`config.mk`:
```
export PLATFORM = sky130hd
export DESIGN_NAME = pli_ram
export DESIGN_NICKNAME = d
export VERILOG_FILES = /design/src/rtl/pli_ram.sv
export SDC_FILE = /design/constraint.sdc
export NUM_CORES = 2
export LEC_CHECK = 0
export ABC_AREA = 1
export BUFFER_PORTS_ARGS = -buffer_cell sky130_fd_sc_hd__clkbuf_2
export CAP_MARGIN = 10
export CORE_MARGIN = 2
export CORE_UTILIZATION = 30
export CTS_BUF_LIST = sky130_fd_sc_hd__clkbuf_16
export CTS_CLUSTER_SIZE = 14
export DETAILED_ROUTE_END_ITERATION = 8
export PLACE_DENSITY = 0.46
export SLEW_MARGIN = 20
export SYNTH_ARGS = -nofsm -noshare
export SYNTH_HDL_FRONTEND = slang
export SYNTH_SLANG_ARGS = --single-unit
```
`constraint.sdc`:
```
create_clock -name i_clk -period 6.75 [get_ports i_clk]
set_clock_uncertainty 0.2 [all_clocks]
set_input_delay 0.675 -clock i_clk [delete_from_list [all_inputs] [get_ports i_clk]]
set_output_delay 0.675 -clock i_clk [all_outputs]
set_load 0.05 [all_outputs]
```
`src/rtl/pli_ram.sv`:
```
// Generic single-port synchronous RAM with a registered read.
// No dependencies.
module pli_ram #(
    parameter int WIDTH = 32,
    parameter int DEPTH = 64
) (
    input  logic                     i_clk,
    input  logic                     i_we,
    input  logic [$clog2(DEPTH)-1:0] i_addr,
    input  logic [WIDTH-1:0]         i_wdata,
    output logic [WIDTH-1:0]         o_rdata
);

    logic [WIDTH-1:0] r_mem [DEPTH];
    logic [WIDTH-1:0] r_rdata;

    always_ff @(posedge i_clk) begin
        if (i_we) begin
            r_mem[i_addr] <= i_wdata;
        end
        r_rdata <= r_mem[i_addr];
    end

    assign o_rdata = r_rdata;

endmodule

```
==> metrics.csv <==
metric;value;unit
largest net degree at the start of global routing;162;
Skew-Pair Late Insertion Delay;0.86;ns
peak supply drop;237;uV
CP Launch Point;i_addr[2];
Least-Margin Pin Slew;1.20;ns
Final Critical Period;3.78;ns
highest achievable clock rate;265;MHz
DR pass1 iterations;5;
antenna violations before repair;12;
global-route usage over all layers;0.182;
Port Buffers;71;
RSZ-0062 raised after global routing;no;
critical path class;input port to flop;
CP Cell Sequence;buf_8 > nor2_1 > nand3_1 > nor2_4 > buf_4;
Worst Setup End Kind;flop;
setup TNS;0;ns
GR Util met1;0.257;
grt peak-use layer;met2;
worst hold path depth;1;
remaining antenna violation count after routing;0;
first-pass GRT wire length;392000;um
row count;197;
Post-Syn Area;86500;sq um
R2R cell count;10;
synthesized flop and latch total;2080;
grt total ovfl;0;
most common library cells after synthesis;nand2_1 (5728), edfxtp_1 (2048), buf_2 (244), nor2_1 (137), clkbuf_1 (136);
final count of pins violating max slew;0;
full die area;293000;sq um
synth top area cells;edfxtp_1 (71%), nand2_1 (25%), buf_2 (1.4%);
Starting Density;0.301;
DRT iter0 DRCs;4805;
slowest CP cell;nand3_1;
layout cell share with drive strength beyond 1;0.0698;
clock sink count;2080;
hold crit path type;input port to flop;
Syn Nets;8480;
worst-case clock buffer depth;3;
most common cell in the netlist;nand2_1;
Final HPWL DP;144000;um
Data required, critical path;7.03;ns
routed length per instance;21.8;um
cell taking the most area after synthesis;edfxtp_1;
number of buffers created by CTS;222;
Worst-path clk slew;0.06;ns
Die W;541;um
sequential share of the synthesized area;0.718;
Reg2Reg Launch Point;r_mem[29][20];
Synth async-reset ratio;0;
Core ar.;287000;sq um
final setup fails;0;
Final Hold Vio Count;0;
CTS tree;yes;
max cap viols;0;
Post-synth EDFFs;2048;
hold path startpoint;i_wdata[19];
GRT met3 Usage;0.0202;
post-synth top area share;0.711;
Die Y;541;um
root buffer cell;clkbuf_16;
final design utilization;0.343;
Global Route met2 Usage;0.300;
vias in the first global route;54976;
Syn Inst Count;8440;
Via Count;57257;
number of buffers and inverters on the critical path;2;
Top Ports;72;
WL final;271000;um
CP peak stage delay;1.00;ns
Startpoint Class;input port;
YS warnings;0;
P&R area growth vs syn;13.9;%
Power Total;27.8;mW
syn avg cell area;10.2;sq um
nets;8510;
leakage;40.5;nW
DRC viols;0;
status;finished clean;
CP Depth;5;
post-synth cell types;21;
PwrDens;282;nW/um^2
routability cong.;0.783;
slew margin rel.;0.195;
critical path peak fanout;48;
CP top delay family;simple AND/OR/NAND/NOR gates;
Max H-tree Level;4;
drt via density;4.60;
period utilization;0.560;
Synth Flop Type;edfxtp_1;
CP arrival;4.06;ns
## final timing paths
| kind | end | slack, ns |
|---|---|---|
| hold / removal | r_mem[12][19] | 0.22 |
| hold reg to reg | o_rdata[30] | 0.53 |
| setup / recovery | r_mem[33][14] | 2.97 |
| setup reg to reg | o_rdata[20] | 4.33 |
## layer usage
metal | routed length (um) | up-vias
li1 | - | 27359
met1 | 125000 | 28188
met2 | 128000 | 1384
met3 | 12400 | 326
met4 | 6290 | 0
met5 | 0 | -
## cell type report
| class | count | area [sq um] |
|---|---|---|
| Antenna cell | 3 | 7.51 |
| Clock buffer | 228 | 5710 |
| Clock inverter | 182 | 1130 |
| Fill cell | 28995 | 189000 |
| Inverter | 30 | 135 |
| Multi-Input combinational cell | 5908 | 22800 |
| Sequential cell | 2080 | 62100 |
| Tap cell | 3781 | 4730 |
| Timing Repair Buffer | 228 | 1890 |
## layout by cell type (no fill, tap or decap)
master / n
o21ai_1: 2
nand4_1: 2
nand2_1: 5728
clkbuf_16: 228
buf_16: 5
o211ai_1: 5
clkinvlp_4: 3
inv_16: 1
dfxtp_1: 32
nand3_1: 12
nor2_4: 62
clkinv_1: 72
diode_2: 3
o21ai_0: 5
clkinv_4: 1
inv_6: 3
nor3_2: 1
bufinv_16: 13
inv_1: 69
buf_4: 134
nand3_2: 1
clkinv_8: 1
buf_12: 17
or2_2: 5
buf_8: 3
nor3_4: 7
buf_6: 1
buf_2: 16
inv_2: 11
nor4_2: 2
edfxtp_1: 2048
or2_1: 1
dlygate4sd3_1: 1
inv_8: 3
clkbuf_2: 51
clkinv_2: 35
nor2_1: 75
## power by group
| part | internal [mW] | switching (mW) |
|---|---|---|
| registers | 14.3 | 0.0692 |
| logic | 0.376 | 1.43 |
| clock network | 6.54 | 5.08 |
| total | 21.2 | 6.58 |
## what timing repair did
item / in CTS / in global routing
hold buffers: 1 / 0
endpoints found under the setup margin: 0 / 0
hold endpoints to repair: 8 / 0
resized for setup: 0 / 0
buffers inserted: 0 / 0
## metrics by stage
stage / area, sq um / instances / setup slack, ns / hold slack, ns
finish: 98600 / 12440 / 2.97 / 0.218
global route: 98500 / 12438 / 2.96 / 0.180
CTS: 98500 / 12435 / 2.77 / 0.147
detailed placement: 91600 / 12024 / 1.84 / 0.534
global placement: 91500 / 12017 / 1.87 / 0.540
floorplan: 86500 / 8440 / 1.59 / 0.408
## state kept, by name, summed over array words and instances (netlist names)
signal / cells
r_mem: 2048
o_rdata: 32
## worst reg2reg max path, cell delays in order, from the launching register on
cell      delay, ns
edfxtp_1       0.35
nand2_1        0.07
nand2_1        0.06
nand2_1        0.06
nand2_1        0.06
nand2_1        0.05
nand2_1        0.10
nand2_1        0.12
nand2_1        0.16
nor2_1         0.62
nand2_1        0.36
## kinds of logic after synthesis
group	after synthesis	share of synthesized area
buffers and inverters	452	0.0240
flip-flops	2080	0.718
AO/OA/AOI/OAI	12	0.000839
AND/OR/NAND/NOR	5896	0.257
Power figures use the tool's default switching activity.
