File: src/rtl/pli_pkg.sv
// Shared types and constants for the piecewise linear interpolator.
// No dependencies; used by the interpolator and the divider.
package pli_pkg;

    localparam int MAX_ENTRIES = 64;
    localparam int DATA_W      = 32;
    localparam int IDX_W       = $clog2(MAX_ENTRIES);
    localparam int COUNT_W     = 7;

    localparam logic [COUNT_W-1:0] COUNT_RESET = 7'd2;
    localparam logic [DATA_W:0]    ONE_Q16     = 33'h0_0001_0000;

    localparam logic ACT_LOAD  = 1'b0;
    localparam logic ACT_QUERY = 1'b1;

    typedef enum logic [2:0] {
        ST_IDLE,
        ST_SCAN,
        ST_MUL,
        ST_DIV,
        ST_DONE
    } t_state;

endpackage

File: src/rtl/pli_divider.sv
// Serial restoring divider, one quotient bit per cycle.
// Depends on pli_pkg. The dividend's upper half must be below the divisor.
module pli_divider (
    input  logic                           i_clk,
    input  logic                           i_rst_n,
    input  logic                           i_start,
    input  logic [2*pli_pkg::DATA_W-1:0]   i_dividend,
    input  logic [pli_pkg::DATA_W-1:0]     i_divisor,
    output logic                           o_done,
    output logic [pli_pkg::DATA_W-1:0]     o_quotient
);

    localparam int CNT_W = $clog2(pli_pkg::DATA_W);

    logic                        r_busy;
    logic                        r_done;
    logic [CNT_W-1:0]            r_cnt;
    logic [pli_pkg::DATA_W-1:0]  r_rem;
    logic [pli_pkg::DATA_W-1:0]  r_low;
    logic [pli_pkg::DATA_W-1:0]  r_div;
    logic [pli_pkg::DATA_W:0]    n_trial;
    logic                        n_fits;

    assign n_trial = {r_rem, r_low[pli_pkg::DATA_W-1]};
    assign n_fits  = n_trial >= {1'b0, r_div};

    always_ff @(posedge i_clk) begin
        if (!i_rst_n) begin
            r_busy <= 1'b0;
            r_done <= 1'b0;
        end else begin
            r_done <= 1'b0;
            if (i_start) begin
                r_busy <= 1'b1;
            end else if (r_busy && r_cnt == CNT_W'(pli_pkg::DATA_W - 1)) begin
                r_busy <= 1'b0;
                r_done <= 1'b1;
            end
        end
    end

    always_ff @(posedge i_clk) begin
        if (i_start) begin
            r_rem <= i_dividend[2*pli_pkg::DATA_W-1:pli_pkg::DATA_W];
            r_low <= i_dividend[pli_pkg::DATA_W-1:0];
            r_div <= i_divisor;
            r_cnt <= '0;
        end else if (r_busy) begin
            if (n_fits) begin
                r_rem <= pli_pkg::DATA_W'(n_trial - {1'b0, r_div});
            end else begin
                r_rem <= n_trial[pli_pkg::DATA_W-1:0];
            end
            r_low <= {r_low[pli_pkg::DATA_W-2:0], n_fits};
            r_cnt <= r_cnt + 1'b1;
        end
    end

    assign o_done     = r_done;
    assign o_quotient = r_low;

endmodule
File: config.mk
export PLATFORM = sky130hd
export DESIGN_NAME = pli_divider
export DESIGN_NICKNAME = d
export VERILOG_FILES = /design/src/rtl/pli_pkg.sv /design/src/rtl/pli_divider.sv
export SDC_FILE = /design/constraint.sdc
export NUM_CORES = 1
export LEC_CHECK = 0
export BUFFER_PORTS_ARGS = -buffer_cell sky130_fd_sc_hd__buf_2
export CORE_AREA = 3 3 154 81
export DETAILED_ROUTE_END_ITERATION = 16
export DIE_AREA = 0 0 157 84
export GPL_TIMING_DRIVEN = 0
export HOLD_SLACK_MARGIN = 0.1
export PLACE_DENSITY = 0.8
export SKIP_LAST_GASP = 1
export SYNTH_ARGS = -nofsm -noshare
export SYNTH_HDL_FRONTEND = slang
export SYNTH_SLANG_ARGS = --single-unit
File: constraint.sdc
create_clock -name i_clk -period 4.1 [get_ports i_clk]
set_clock_uncertainty 0.1 [all_clocks]
set_input_delay 0 -clock i_clk [delete_from_list [all_inputs] [get_ports i_clk]]
set_output_delay 0 -clock i_clk [all_outputs]
set_load 0.02 [all_outputs]
==> results of run 1 <==
==> routing by layer <==
metal,vias to the layer above,part of all wire [%]
met2,231,47
li1,2508,-
met3,36,7.3
met5,-,0
met4,0,1.8
met1,2463,44
==> cell type report <==
class                   instances  area, µm²  area share (%)
clock buffers                   9      225.2           2.722
inverters                      43      161.4           1.951
repair buffers                228       1627           19.66
flip-flops and latches        103       3023           36.53
well taps                     145      181.4           2.193
clock inverters                 6      76.32          0.9224
multi-input cells             387       2883           34.84
plain buffers                  18      97.59           1.179
==> cells by family (layout without fill, tap and decap cells) <==
logic type,count (synthesis),count (layout)
AO/OA/AOI/OAI,138,138
AND/OR/NAND/NOR,131,131
XOR/XNOR,31,31
flip-flops,103,103
adder cells (fa/ha/maj),35,35
buffers and inverters,61,304
multiplexers,52,52
==> how the worst max path moves through the flow <==
stage                   start             end  slack (ns)  cells past startpoint
2_1_floorplan  o_quotient[31]       r_rem[28]        0.97                     13
3_3_place_gp          i_start  o_quotient[21]        0.60                      4
3_5_place_dp   o_quotient[31]       r_rem[28]        0.75                     13
4_1_cts        o_quotient[31]       r_rem[28]        0.75                     13
5_1_grt        o_quotient[31]       r_rem[28]        0.52                     13
6_report            r_rem[19]        r_rem[2]        0.69                     11
==> power by group <==
group          leakage (µW)  switching, µW  internal (µW)
Sequential          0.00101           97.4           1380
Clock              0.000148            412            482
Combinational       0.00236           1070            822
Total               0.00353           1580           2680
==> cell usage after synthesis, types with 4 or more instances <==
cell type   n
edfxtp_1   96
a21oi_1    48
mux2_2     44
inv_1      43
nand2_1    40
ha_1       34
nor2_1     34
xor2_1     20
o21ai_1    17
o21ai_0    12
xnor2_1    11
nor2b_1     9
a21o_1      8
a31oi_1     8
clkbuf_1    8
mux2i_1     8
dfxtp_1     7
nand2b_1    7
and3_1      6
nand4_1     6
o21a_1      6
nand3_1     5
o31ai_1     5
a211oi_1    4
nor3_1      4
nor3b_1     4
or2_2       4
==> metrics by stage <==
stage | setup slack [ns] | total power (µW) | area, µm² | std cells | util (%)
2_1_floorplan | 0.9749 | 2823 | 6162 | 551 | -
3_3_place_gp | 0.5964 | 3203 | 6999 | 827 | 63.36
3_5_place_dp | 0.7510 | 3245 | 7002 | 827 | 63.38
4_1_cts | 0.7500 | 4216 | 8274 | 939 | 74.90
5_1_grt | 0.5172 | 4497 | 8274 | 939 | 74.90
6_report | 0.6926 | 4255 | 8274 | 939 | 74.90
==> flip-flops by register name, indices dropped and copies added (netlist names) <==
signal / count
o_quotient: 32
r_cnt: 5
r_rem: 32
r_busy: 1
o_done: 1
r_div: 32
==> out/metrics.yaml, run 1 <==
synth-xor-area-share_pct: 4.406
worst_hold_startpoint: "i_start"
cts-root-buf: "clkbuf_16"
syn_area_per_cell_um2: 11.18
synth_top_area_cell: "edfxtp_1"
cts_setup_buffers: 0
crit_family: "compound AO/OA/AOI/OAI gates"
grt_pass1_wl_um: 26230
grt_use_met3_pct: 6.007
vdd_drop_max_mv: 0.2428
setup_viol: 0
drt-initial-drc-count: 444
n_fill_cell: 727
critical_path.slowest_cell: "ha_1"
antenna_found_initial: 0
r2r-end: "r_rem[2]"
ys_seq_area_share_pct: 49.06
pin_count: 132
die_area_um2: 13190
whs_ns: 0.2402
port_buffers: 131
cts_tree: "yes"
critPathBufInv: 1
yosys.area_share.adder_pct: 7.228
htree_levels: 3
crit_type: "reg -> reg"
worst_path_most_repeated_cell: "o21ai_1"
post-route-min-period_ns: 3.407
dieHeight_um: 84
fin_tns_setup_ns: 0
n_antenna_cell: 0
nets: 924
relSlewSlack_pct: 35.97
layout_common_cells: "134 x buf_2, 97 x dlygate4sd3_1, 96 x edfxtp_1"
use_met1_pct: 33.75
arrival_ns: 3.38
num_vias: 5238
syn_nets: 685
yosys.area_share.simple_pct: 10.54
syn-cell-area_um2: 6162
drt_wl_total_um: 16750
dp_hpwl_um: 10860
synth-edff-count: 96
hold_viol: 0
use_met2_pct: 41.60
cts_sinks: 103
rsz0062_at_grt: "false"
grt.total_usage_pct: 25.37
syn2layout_area_growth_pct: 34.27
wl_per_cell_um: 17.84
min_path_cells: 1
hold_path.class: "in -> reg"
synthArstFlopShare_pct: 0
ys_warn_count: 0
grt_busiest_layer: "met2"
grt_pass1_vias: 5194
ctsHoldBuffers: 97
ctsResizeCount: 0
required_ns: 4.08
power_leakage_uw: 0.003526
power.density_nw_per_um2: 514.3
drv_slew: 0
clkSlewWorstSetupHoldPaths_ns: 0.08
r2r_cells: 11
yosys-top-cells-area: "edfxtp_1 47%, mux2_2 8.0%, ha_1 6.9%, a21oi_1 3.9%, xor2_1 2.8%"
syn_inst: 551
postRouteAntennaNets: 0
muxShareOfSynthArea_pct: 9.340
grt_overflow: 0
slowest_delay_ns: 0.44
die_x_um: 157
dr.pass1.iters: 5
status: "completed"
synth_top_family_by_area: "compound AO/OA/AOI/OAI gates"
cts.path.max_buffers: 2
period_share_pct: 83.11
regToRegStartpoint: "r_rem[19]"
synthDistinctLibCells: 64
cts_made_buffers: 9
setup.worst_path.start_class: "register"
ys_ff_latch: 103
cap_violations: 0
drive_gt1_share_pct: 27.33
crit_path_cell_trace: "ha_1 > and3_1 > and2_1 > o2111ai_1 > a31oi_1 > nor2_2 > o211ai_4 > buf_2 > nand2_1 > o21ai_1 > o21ai_1"
rows: 27
place_congestion: 0.9435
netlist.area_leader.share_pct: 46.78
timing.fmax_ghz: 0.2935
start_util_pct: 55.78
coreArea_um2: 11050
cp-end-kind: "register"
tightest_slew_ns: 0.9604
layout_commonest_cell: "buf_2"
clock_latency_ns: 0.35
drc_errors: 0
synth_ff_type: "edfxtp_1"
vias_per_cell: 5.578
crit_fanout: 10
grt_max_degree: 65
r2r_slack_ns: 0.69
synth_compound_gate_area_share_pct: 15.23
hold-path-endpoint: "r_div[2]"
Note: power is estimated with default switching activity, not from simulation.
==> run 2: changes to the inputs <==
--- a/config.mk
+++ b/config.mk
@@ -5,13 +5,14 @@
 export SDC_FILE = /design/constraint.sdc
 export NUM_CORES = 1
 export LEC_CHECK = 0
+export ABC_AREA = 1
 export BUFFER_PORTS_ARGS = -buffer_cell sky130_fd_sc_hd__buf_2
-export CORE_AREA = 3 3 154 81
+export CORE_AREA = 3 3 162 85
 export DETAILED_ROUTE_END_ITERATION = 16
-export DIE_AREA = 0 0 157 84
+export DIE_AREA = 0 0 165 88
 export GPL_TIMING_DRIVEN = 0
 export HOLD_SLACK_MARGIN = 0.1
-export PLACE_DENSITY = 0.8
+export PLACE_DENSITY = 0.81
 export SKIP_LAST_GASP = 1
 export SYNTH_ARGS = -nofsm -noshare
 export SYNTH_HDL_FRONTEND = slang
==> constraint.sdc (replaced) <==
create_clock -name i_clk -period 3.2 [get_ports i_clk]
set_clock_uncertainty 0.1 [all_clocks]
set_input_delay 0 -clock i_clk [delete_from_list [all_inputs] [get_ports i_clk]]
set_output_delay 0 -clock i_clk [all_outputs]
set_load 0.02 [all_outputs]
==> run 2 against run 1 <==
Effect of this change:
- via count grew 41%
- die area increased by 10%
- register-to-register slack got worse by 0.46 ns
- count of clock-buffer cells in the layout unchanged
- flip-flop and latch count is the same
- first-iteration DRC count is 90% higher
- design area increased by 11%
- power up 30%
- sequential share of layout area decreased by 3.8 points
- core utilization down 1.2 points
- non-clock buffer count is 5 higher
- critical endpoint is now r_rem[28]
- highest routed layer unchanged
==> out/metrics.yaml, run 2 <==
n_fill_cell: 920  # +27%
coreArea_um2: 12520  # +13%
status: "completed"
die_x_um: 165  # +5.1%
post-route-min-period_ns: 2.970  # -0.4375 ns
synth-edff-count: 96  # unchanged
tightest_slew_ns: 0.9634  # +0.002973 ns
timing.fmax_ghz: 0.3367  # +15%
dpl_cell_area_um2: 7946  # +13%
drive_gt1_share_pct: 14.77  # -13 points
rows: 29  # +7.4%
grt.total_usage_pct: 34.60  # +9.2 points
dp_hpwl_um: 16230  # +49%
yosys-top-cells-area: "edfxtp_1 41%, nand2_1 24%, inv_1 8.0%, ha_1 6.0%, nand3_1 4.7%"
dp_slack_ns: 0.3322  # -0.4188 ns
port_buffers: 131  # unchanged
drv_slew: 0  # unchanged
dr.pass1.iters: 6  # +1
layout_commonest_cell: "nand2_1"
drt-initial-drc-count: 845  # +90%
cts_setup_buffers: 0  # unchanged
hold_viol: 0  # unchanged
layout_common_cells: "445 x nand2_1, 149 x inv_1, 133 x buf_2"
vdd_drop_max_mv: 0.3178  # +31%
drc_errors: 0  # unchanged
crit_type: "reg -> reg"
vias_per_cell: 5.317  # -4.7%
synthDistinctLibCells: 37  # -42%
antenna_found_initial: 0  # unchanged
dieHeight_um: 88  # +4.8%
place_congestion: 0.9523  # +0.93%
final_area_um2: 9224  # +11%
synth_top_area_cell: "edfxtp_1"
p_total_uw: 5548  # +30%
crit_fanout: 4  # -6
cap_violations: 0  # unchanged
multiInputGateArea_um2: 3331  # +16%
hold_path.class: "in -> reg"
dr_wl_met2_um: 10820  # +38%
relSlewSlack_pct: 35.78  # -0.20 points
cp-end-kind: "register"
period_share_pct: 92.81  # +9.7 points
grt_overflow: 0  # unchanged
cts_sinks: 103  # unchanged
grt_pass1_wl_um: 38120  # +45%
cts_made_buffers: 9  # unchanged
top_layer: "met4"
grt_pass1_vias: 7305  # +41%
syn_nets: 1108  # +62%
cts-root-buf: "clkbuf_16"
setup.worst_path.start_class: "register"
clkSlewWorstSetupHoldPaths_ns: 0.09  # about the same
layout.area.seq_um2: 3023  # unchanged
syn_area_per_cell_um2: 7.246  # -35%
setup_viol: 0  # unchanged
drt_wl_total_um: 24440  # +46%
wl_met1_um: 10540  # +43%
postRouteAntennaNets: 0  # unchanged
rsz0062_at_grt: "false"
syn-cell-area_um2: 7058  # +15%
clock_latency_ns: 0.36  # about the same
power.density_nw_per_um2: 601.5  # +17%
synthArstFlopShare_pct: 0  # unchanged
syn_inst: 974  # +77%
required_ns: 3.22  # -0.86 ns
wl_met3_um: 2366  # +93%
synth.most_common_cell: "nand2_1"
nets: 1348  # +46%
yosys-top-cells-count: "445 x nand2_1, 150 x inv_1, 96 x edfxtp_1, 66 x nand3_1, 44 x nor2_1"
fin_ws_ns: 0.2301  # -0.4625 ns
die_area_um2: 14520  # +10%
pin_count: 132  # unchanged
netlist.area_leader.share_pct: 40.84  # -5.9 points
cts.path.max_buffers: 2  # unchanged
ys_warn_count: 0  # unchanged
htree_levels: 3  # unchanged
syn2layout_area_growth_pct: 30.69
cts_tree: "yes"
ys_seq_area_share_pct: 42.83  # -6.2 points
start_util_pct: 56.38  # +0.60 points
synth_ff_type: "edfxtp_1"
wl_per_cell_um: 17.59  # -1.4%
power_leakage_uw: 0.004861  # +38%
n_antenna_cell: 0  # unchanged
num_vias: 7385  # +41%
arrival_ns: 2.99  # -0.39 ns
ys_ff_latch: 103  # unchanged
grt_max_degree: 43  # -34%
run 2: kinds of logic (layout without fill, tap and decap cells):
logic type               count (synthesis)  count (layout)  share of synthesized area (%)
XOR/XNOR                                14              14                          1.737
flip-flops                             103             103                          42.83
AO/OA/AOI/OAI                           27              27                          2.128
adder cells (fa/ha/maj)                 35              35                          6.311
buffers and inverters                  179             424                          9.980
AND/OR/NAND/NOR                        616             616                          37.01
run 2: timing repair:
item                      CTS  global route
hold endpoints to repair   98             0
gates resized for setup     0             0
hold buffers               97             0
run 2: area by class of cell:
cell class | count | share of cell area, %
Multi-Input combinational cell | 692 | 36.11
Sequential cell | 103 | 32.77
Timing Repair Buffer | 229 | 17.85
Inverter | 157 | 6.389
Clock buffer | 9 | 2.442
Tap cell | 170 | 2.306
Buffer | 22 | 1.248
Clock inverter | 7 | 0.8817
run 2: through the flow:
stage / hold WS (ns) / setup TNS (ns) / util [%] / cells
after floorplan: -0.001131 / 0 / - / 974
after global placement: 0.07595 / -43.45 / 63.32 / 1275
after detailed placement: 0.07809 / 0 / 63.48 / 1276
after CTS: 0.2417 / 0 / 73.68 / 1389
after global routing: 0.2611 / 0 / 73.68 / 1389
final: 0.2495 / 0 / 73.68 / 1389
run 2: path summary, 6_finish.rpt:
check | endpoint | slack [ns] | cells past startpoint | from
setup / recovery | r_rem[28] | 0.23 | 16 | o_quotient[31]
hold / removal | r_div[15] | 0.25 | 2 | i_divisor[15]
setup reg to reg | r_rem[28] | 0.23 | 16 | o_quotient[31]
hold reg to reg | r_cnt[4] | 0.37 | 2 | r_cnt[4]
run 2: layer usage:
metal / GRT usage, % / up-vias
met5: 0 / -
met4: 11.64 / 0
met3: 6.613 / 76
met2: 57.19 / 476
met1: 46.24 / 3302
li1: - / 3531
run 2: critical path: stages (launching register included):
cell and delay (ns):
edfxtp_1 0.44, inv_1 0.11, ha_1 0.17, inv_1 0.11
fa_1 0.46, nand3_1 0.12, nand3_1 0.16, nand2_1 0.12
nand2_1 0.14, nand2_1 0.10, nand2_1 0.11, nand2_1 0.21
nand2_1 0.08, nand2_1 0.06, nand3_1 0.10, nand2_1 0.08
nand2_1 0.06
run 2: where the power goes:
part / switching (µW) / internal (µW) / leakage (µW)
Combinational: 1610 / 926 / 0.00369
Clock: 605 / 563 / 0.000152
Sequential: 120 / 1730 / 0.00102
